`config.mk`:
```
export PLATFORM = sky130hd
export DESIGN_NAME = nmea_gga_position_parser_core
export DESIGN_NICKNAME = d
export VERILOG_FILES = /design/src/ngga_pkg.sv /design/src/nmea_gga_position_parser_core.sv
export SDC_FILE = /design/constraint.sdc
export NUM_CORES = 2
export LEC_CHECK = 0
export BUFFER_PORTS_ARGS = -buffer_cell sky130_fd_sc_hd__buf_4
export CORE_MARGIN = 2
export CORE_UTILIZATION = 45
export CTS_BUF_LIST = sky130_fd_sc_hd__clkbuf_8
export CTS_CLUSTER_SIZE = 28
export DETAILED_ROUTE_END_ITERATION = 8
export MAX_ROUTING_LAYER = met4
export PLACE_DENSITY = 0.59
export SLEW_MARGIN = 20
export SYNTH_ARGS = -nofsm -noshare
export SYNTH_HDL_FRONTEND = slang
export SYNTH_SLANG_ARGS = --single-unit
```
`constraint.sdc`:
```
create_clock -name i_clk -period 12.8 [get_ports i_clk]
set_input_delay 2.56 -clock i_clk [delete_from_list [all_inputs] [get_ports i_clk]]
set_output_delay 2.56 -clock i_clk [all_outputs]
set_load 0.05 [all_outputs]
```
`src/ngga_pkg.sv`:
```
// ngga_pkg: character codes, limits and small lookup functions for the gga position parser
package ngga_pkg;

    localparam logic [7:0] CH_LF    = 8'h0A;
    localparam logic [7:0] CH_COMMA = 8'h2C;
    localparam logic [7:0] CH_POINT = 8'h2E;
    localparam logic [7:0] CH_ZERO  = 8'h30;
    localparam logic [7:0] CH_NINE  = 8'h39;
    localparam logic [7:0] CH_SOUTH = 8'h53;
    localparam logic [7:0] CH_WEST  = 8'h57;

    localparam logic [4:0] FIELD_HEADER  = 5'd0;
    localparam logic [4:0] FIELD_LAT_NUM = 5'd2;
    localparam logic [4:0] FIELD_LAT_HEM = 5'd3;
    localparam logic [4:0] FIELD_LON_NUM = 5'd4;
    localparam logic [4:0] FIELD_LON_HEM = 5'd5;
    localparam logic [4:0] FIELD_MAX     = 5'd31;

    localparam logic [2:0] HEADER_LEN = 3'd6;
    localparam logic [2:0] HEADER_SAT = 3'd7;

    localparam logic [10:0] DEG_SAT = 11'd1310;
    localparam logic [6:0]  MIN_SAT = 7'd71;

    localparam logic [33:0] LAT_LIMIT = 34'd900000000;
    localparam logic [33:0] LON_LIMIT = 34'd1800000000;

    localparam logic [23:0] DEG_SCALE   = 24'd10000000;
    localparam logic [17:0] MIN_SCALE   = 18'd166666;
    localparam logic [23:0] DIV6_RECIP  = 24'd2796203;

    typedef struct packed {
        logic [10:0] deg;
        logic [6:0]  min;
        logic [19:0] frac;
        logic [2:0]  frac_cnt;
        logic        point;
        logic        stopped;
    } t_num;

    typedef struct packed {
        logic [7:0] ch;
        logic [1:0] len;
    } t_hemi;

    typedef struct packed {
        logic [33:0] deg_e7;
        logic [24:0] min_e7;
        logic [17:0] rest_e7;
        logic        point;
        logic        neg;
        logic [7:0]  hemi;
    } t_coord;

    function automatic logic [7:0] header_char(input logic [2:0] idx);
        logic [7:0] ch;
        case (idx)
            3'd0: ch = 8'h24;
            3'd1: ch = 8'h47;
            3'd2: ch = 8'h50;
            3'd3: ch = 8'h47;
            3'd4: ch = 8'h47;
            3'd5: ch = 8'h41;
            default: ch = 8'h00;
        endcase
        return ch;
    endfunction

    // weight of a fraction digit in 1e-6 minute units
    function automatic logic [19:0] frac_weight(input logic [2:0] cnt);
        logic [19:0] w;
        case (cnt)
            3'd0: w = 20'd100000;
            3'd1: w = 20'd10000;
            3'd2: w = 20'd1000;
            3'd3: w = 20'd100;
            3'd4: w = 20'd10;
            3'd5: w = 20'd1;
            default: w = 20'd0;
        endcase
        return w;
    endfunction

endpackage

```
`src/nmea_gga_position_parser_core.sv`:
```
// nmea_gga_position_parser_core: byte-wise gga sentence parser with fixed-point coordinate output
//
//  channel  | handshake          | payload
//  ---------+--------------------+-------------------------------------------------
//  in       | i_valid / o_ready  | i_byte_in
//  out      | o_valid / i_ready  | o_latitude_e7, o_longitude_e7, o_lat_hemisphere,
//           |                    | o_lon_hemisphere, o_lat_has_point, o_lon_has_point
//
// one byte per cycle while o_ready is high; digits are folded into degree/minute registers
// as they arrive; a line feed of a matching sentence yields a result through the product
// stage, then the output register; the product stage and output register form a two-deep queue
// o_ready drops only while both hold a word and i_ready is low
// i_rst_n is synchronous and clears the line state and both valid flags
module nmea_gga_position_parser_core
    import ngga_pkg::*;
#(
    parameter int FRAC_DIGITS = 4
) (
    input  logic               i_clk,
    input  logic               i_rst_n,
    input  logic               i_valid,
    output logic               o_ready,
    input  logic [7:0]         i_byte_in,
    output logic               o_valid,
    input  logic               i_ready,
    output logic signed [30:0] o_latitude_e7,
    output logic signed [31:0] o_longitude_e7,
    output logic [7:0]         o_lat_hemisphere,
    output logic [7:0]         o_lon_hemisphere,
    output logic               o_lat_has_point,
    output logic               o_lon_has_point
);

    localparam logic [2:0] FRAC_MAX = 3'(FRAC_DIGITS);

    logic [4:0] r_field, n_field;
    logic [2:0] r_hdr_cnt, n_hdr_cnt;
    logic       r_hdr_ok, n_hdr_ok;
    t_num       r_num [2];
    t_num       n_num [2];
    t_hemi      r_hemi [2];
    t_hemi      n_hemi [2];

    logic   r_p_valid;
    t_coord r_p [2];
    t_coord n_p [2];

    logic               r_out_valid;
    logic signed [30:0] r_lat;
    logic signed [31:0] r_lon;
    logic [7:0]         r_lat_hemi, r_lon_hemi;
    logic               r_lat_pt, r_lon_pt;

    logic out_free, p_free, accept, hit;

    function automatic t_num take_char(input t_num s, input logic [7:0] c);
        t_num        t;
        logic [3:0]  d;
        logic [9:0]  v;
        logic [3:0]  hi;
        logic [9:0]  lo;
        logic [13:0] q;
        t  = s;
        d  = c[3:0];
        v  = 10'({3'b0, s.min} * 10'd10) + 10'(d);
        hi = 4'd0;
        for (int j = 1; j <= 9; j++) begin
            if (v >= 10'(j * 100)) hi = 4'(j);
        end
        lo = v - 10'({6'b0, hi} * 10'd100);
        q  = 14'({3'b0, s.deg} * 14'd10) + 14'(hi);
        if (c == CH_POINT && !s.point) begin
            t.point = 1'b1;
        end else if (!s.stopped) begin
            if (c >= CH_ZERO && c <= CH_NINE) begin
                if (!s.point) begin
                    if (q > 14'(DEG_SAT) || (q == 14'(DEG_SAT) && lo > 10'(MIN_SAT))) begin
                        t.deg = DEG_SAT;
                        t.min = MIN_SAT;
                    end else begin
                        t.deg = q[10:0];
                        t.min = lo[6:0];
                    end
                end else if (s.frac_cnt < FRAC_MAX) begin
                    t.frac     = s.frac + 20'({16'b0, d} * frac_weight(s.frac_cnt));
                    t.frac_cnt = s.frac_cnt + 3'd1;
                end
            end else begin
                t.stopped = 1'b1;
            end
        end
        return t;
    endfunction

    function automatic t_hemi take_hemi(input t_hemi s, input logic [7:0] c);
        t_hemi t;
        t = s;
        if (s.len == 2'd0) t.ch = c;
        if (s.len != 2'd3) t.len = s.len + 2'd1;
        return t;
    endfunction

    function automatic t_coord make_coord(input t_num s, input t_hemi h, input logic [7:0] neg_ch);
        t_coord      p;
        logic [20:0] rem;
        logic [44:0] quo;
        rem       = 21'({s.min, 2'b00}) + 21'(s.frac);
        quo       = {24'b0, rem} * {21'b0, DIV6_RECIP};
        p.deg_e7  = 34'({24'b0, s.deg} * {11'b0, DEG_SCALE});
        p.min_e7  = 25'({18'b0, s.min} * {7'b0, MIN_SCALE});
        p.rest_e7 = quo[41:24];
        p.point   = s.point;
        p.neg     = (h.len == 2'd1) && (h.ch == neg_ch);
        p.hemi    = h.ch;
        return p;
    endfunction

    function automatic logic [33:0] magnitude(input t_coord p, input logic [33:0] limit);
        logic [33:0] sum;
        logic [33:0] mag;
        sum = p.deg_e7 + 34'(p.min_e7) + 34'(p.rest_e7);
        mag = (sum > limit) ? limit : sum;
        if (!p.point) mag = '0;
        return p.neg ? (34'd0 - mag) : mag;
    endfunction

    assign out_free = !r_out_valid || i_ready;
    assign p_free   = !r_p_valid || out_free;
    assign o_ready  = p_free;
    assign accept   = i_valid && p_free;
    assign hit      = accept && i_byte_in == CH_LF && r_hdr_ok && r_hdr_cnt == HEADER_LEN;

    always_comb begin
        n_field   = r_field;
        n_hdr_cnt = r_hdr_cnt;
        n_hdr_ok  = r_hdr_ok;
        n_num     = r_num;
        n_hemi    = r_hemi;
        if (accept) begin
            if (i_byte_in == CH_LF) begin
                n_field   = '0;
                n_hdr_cnt = '0;
                n_hdr_ok  = 1'b1;
                n_num[0]  = '0;
                n_num[1]  = '0;
                n_hemi[0] = '0;
                n_hemi[1] = '0;
            end else if (i_byte_in == CH_COMMA) begin
                if (r_field != FIELD_MAX) n_field = r_field + 5'd1;
            end else begin
                case (r_field)
                    FIELD_HEADER: begin
                        if (r_hdr_cnt >= HEADER_LEN || i_byte_in != header_char(r_hdr_cnt)) begin
                            n_hdr_ok = 1'b0;
                        end
                        if (r_hdr_cnt != HEADER_SAT) n_hdr_cnt = r_hdr_cnt + 3'd1;
                    end
                    FIELD_LAT_NUM: n_num[0]  = take_char(r_num[0], i_byte_in);
                    FIELD_LON_NUM: n_num[1]  = take_char(r_num[1], i_byte_in);
                    FIELD_LAT_HEM: n_hemi[0] = take_hemi(r_hemi[0], i_byte_in);
                    FIELD_LON_HEM: n_hemi[1] = take_hemi(r_hemi[1], i_byte_in);
                    default: ;
                endcase
            end
        end
    end

    assign n_p[0] = make_coord(r_num[0], r_hemi[0], CH_SOUTH);
    assign n_p[1] = make_coord(r_num[1], r_hemi[1], CH_WEST);

    always_ff @(posedge i_clk) begin
        if (!i_rst_n) begin
            r_field     <= '0;
            r_hdr_cnt   <= '0;
            r_hdr_ok    <= 1'b1;
            r_num[0]    <= '0;
            r_num[1]    <= '0;
            r_hemi[0]   <= '0;
            r_hemi[1]   <= '0;
            r_p_valid   <= 1'b0;
            r_out_valid <= 1'b0;
        end else begin
            r_field   <= n_field;
            r_hdr_cnt <= n_hdr_cnt;
            r_hdr_ok  <= n_hdr_ok;
            r_num     <= n_num;
            r_hemi    <= n_hemi;
            if (p_free) r_p_valid <= hit;
            if (out_free) r_out_valid <= r_p_valid;
        end
    end

    always_ff @(posedge i_clk) begin
        if (hit) begin
            r_p <= n_p;
        end
        if (out_free && r_p_valid) begin
            r_lat      <= 31'(magnitude(r_p[0], LAT_LIMIT));
            r_lon      <= 32'(magnitude(r_p[1], LON_LIMIT));
            r_lat_hemi <= r_p[0].hemi;
            r_lon_hemi <= r_p[1].hemi;
            r_lat_pt   <= r_p[0].point;
            r_lon_pt   <= r_p[1].point;
        end
    end

    assign o_valid          = r_out_valid;
    assign o_latitude_e7    = r_lat;
    assign o_longitude_e7   = r_lon;
    assign o_lat_hemisphere = r_lat_hemi;
    assign o_lon_hemisphere = r_lon_hemi;
    assign o_lat_has_point  = r_lat_pt;
    assign o_lon_has_point  = r_lon_pt;

endmodule

```
==> run metrics <==
wire length per cell=16.9 um; Synth Instances=between 5000 and 6000; CTS sink cnt=roughly 360; largest area contributor in the netlist=ha_1; # port buffers=94; clock group share of total power=46.2%; Ys Warns=0; sequential share of power=48.1%; Via density=approximately 5.3; All-Layer GR Usage=21.5%; worst skew pair latency=0.71 ns; endpoint class of the critical path=flip-flop; synthesized area=48000 um^2; CTS max path bufs=3; Post-DP HPWL=91800 um; Final min period=9.52 ns; Worst Max-Slew Pin Slew=approximately 1.1 ns; max-cap violations=0; First DRT Iteration DRCs=1824; final setup fails=0; I/O pin count=95; Worst Path Buf+Inv=4; synthesized area per cell=9.47 um^2; CP Launch Type=flip-flop; cell with the most instances after synthesis=ha_1; Die W=around 330 um; Crit path top cell by count=fa_1; P_leak=27.2 nW; Fillers=10100; Die ar.=109000 um^2; final net count=between 6000 and 7000; GR Overflow Total=0; H-Tree Depth=3; Arr. time, crit path=between 9 and 10 ns; hold_buf cts=0; RSZ-0062 raised after global routing=no; Core Area=106000 um^2; DR vias=approximately 35000; P_sw=0.628 mW; Critical Path Max Stage Delay=0.56 ns; Yosys reg bits=356; status=complete, no violations; first-pass GRT wire length=roughly 180000 um; Worst path slowest cell=o41ai_1; Main synth FF type=edfxtp_1; Final Skew=0.0593 ns; cell-internal power=1.89 mW; EDFF count, synth=239; Synth top area share=23.1%; combinational share of power=5.6%; total power=2.52 mW; synth top area cells=ha_1, fa_1, edfxtp_1; post-CTS setup buffer count=0; worst hold path class=flip-flop to flip-flop; # DRC=0; vias in the first global route=between 30000 and 40000; Area Growth Syn to Fin=7.50%; delay-heaviest family, CP=adder cells; PostCTS Resize Cnt=0; slew margin rel.=between 20 and 30%; Routed WL=111000 um; TritonCTS clock tree=built; VDD IR max=55.6 uV; syn_nets=6414; Sw Ratio=24.9%; root buffer cell=clkbuf_8; Initial Util=between 40% and 50%; RD Place Congestion=~0.9; fraction of layout cells with a size suffix above 1=around 5.4%; Async S/R FF share, synth=0%; fmax=105 MHz; worst endpoint required time=13.22 ns; Slew Viols, Final=0; final count of hold timing violations=0; synth unique cells=95; Clock transition at path regs=0.06 ns; antenna violations before repair=5; area of the multi-input gates=34800 um^2; fin crit share=74.4%; top cells by count, synth=ha_1, inv_1, fa_1; DRT antenna net count=0; setup TNS=0 ns; Pwr Density=approximately 50 nW/um^2; sequential element share of the synthesized area=19.8%; Crit Path Class=flip-flop to flip-flop; Register Area=around 9500 um^2; die height=331 um; Critical Path Fanout Max=8; Rows=119; CTS buffer count=72; largest net degree at the start of global routing=82; Initial DRT Pass Iterations=5
## flip-flops by register name (all words and copies together) (netlist names)
signal            flops
o_latitude_e7        31
o_lon_has_point       1
n_p                  18
o_lat_hemisphere      8
o_lat_has_point       1
o_lon_hemisphere      8
r_p                 158
r_p_valid             1
o_valid               1
r_hdr_ok              1
r_field               5
r_hdr_cnt             3
o_longitude_e7       32
r_hemi                4
r_num                84
## worst reg2reg max path: cells and delay by family (launching register included)
family / cells / cell delay [ns]
AO/OA/AOI/OAI: 17 / 3.56
XOR/XNOR: 2 / 0.64
adder cells (fa/ha/maj): 10 / 3.98
buffers and inverters: 4 / 0.20
flip-flops: 1 / 0.44
AND/OR/NAND/NOR: 3 / 0.45
## cells by family after synthesis
logic type / count (synthesis) / synth area share, %
AOI/OAI and AO/OA: 923 / 12.5
xor gates and xnor gates: 302 / 5.51
adders and majority gates: 1333 / 41.7
buffers and inverters: 997 / 7.82
DFF: 356 / 19.8
muxes: 31 / 0.654
and+or+nand+nor: 1128 / 11.9
## power by group through the flow
stage / Sequential, mW / Combinational, mW / Clock [mW]
3_5_place_dp: 1.24 / 0.141 / 0
6_report: 1.21 / 0.142 / 1.17
2_1_floorplan: 1.24 / 0.106 / 0
5_1_grt: 1.21 / 0.160 / 1.25
3_3_place_gp: 1.24 / 0.140 / 0
4_1_cts: 1.21 / 0.142 / 1.21
## placed cells by master, fill, tap and decap left out, types with 56 or more instances in the layout
master / count
xor2_1: 91
dfxtp_1: 117
nand3_1: 106
fa_1: 446
nor2_1: 253
o21ai_0: 211
xnor2_1: 211
nor2b_1: 116
a21oi_1: 260
a21o_1: 61
ha_1: 886
inv_1: 903
nand2_1: 226
edfxtp_1: 239
buf_4: 113
nor3_1: 117
and3_1: 56
clkbuf_8: 81
## metal layers
layer	track usage (%)	share of wire [%]	up-vias	routed length [um]
met2	32.5	44	650	49100
li1	-	-	17500	-
met5	-	0	-	0
met3	2.79	4.6	115	5110
met1	31.0	50	16800	55500
met4	4.16	1.7	0	1850
## metrics by stage
stage          instances  hold slack, ns  setup WS [ns]  instance area (um^2)  util, %
2_1_floorplan       5070           0.400           3.99                 48000        -
3_3_place_gp        6466           0.404           3.01                 50200     47.6
3_5_place_dp        6466           0.406           2.80                 50200     47.6
4_1_cts             6595           0.413           3.24                 51600     48.9
5_1_grt             6597           0.421           2.47                 51600     48.9
6_report            6597           0.411           3.28                 51600     48.9
## final cells by class
cell class | instances | area share (%)
sequential | 356 | 18.4
inverter | 889 | 6.48
timing repair buffer | 113 | 1.64
tap | 1391 | 3.37
clock inverter | 48 | 0.550
multi-input combinational | 3717 | 67.3
antenna | 2 | 0.00970
clock buffer | 81 | 2.16
## final timing paths
kind	cells after the start	slack, ns	from	endpoint
setup / recovery	36	3.28	r_num[68]	r_p[113]
hold / removal	0	0.41	r_p[89]	o_lat_hemisphere[2]
setup reg to reg	36	3.28	r_num[68]	r_p[113]
hold reg to reg	0	0.41	r_p[89]	o_lat_hemisphere[2]
Power figures use the tool's default switching activity.
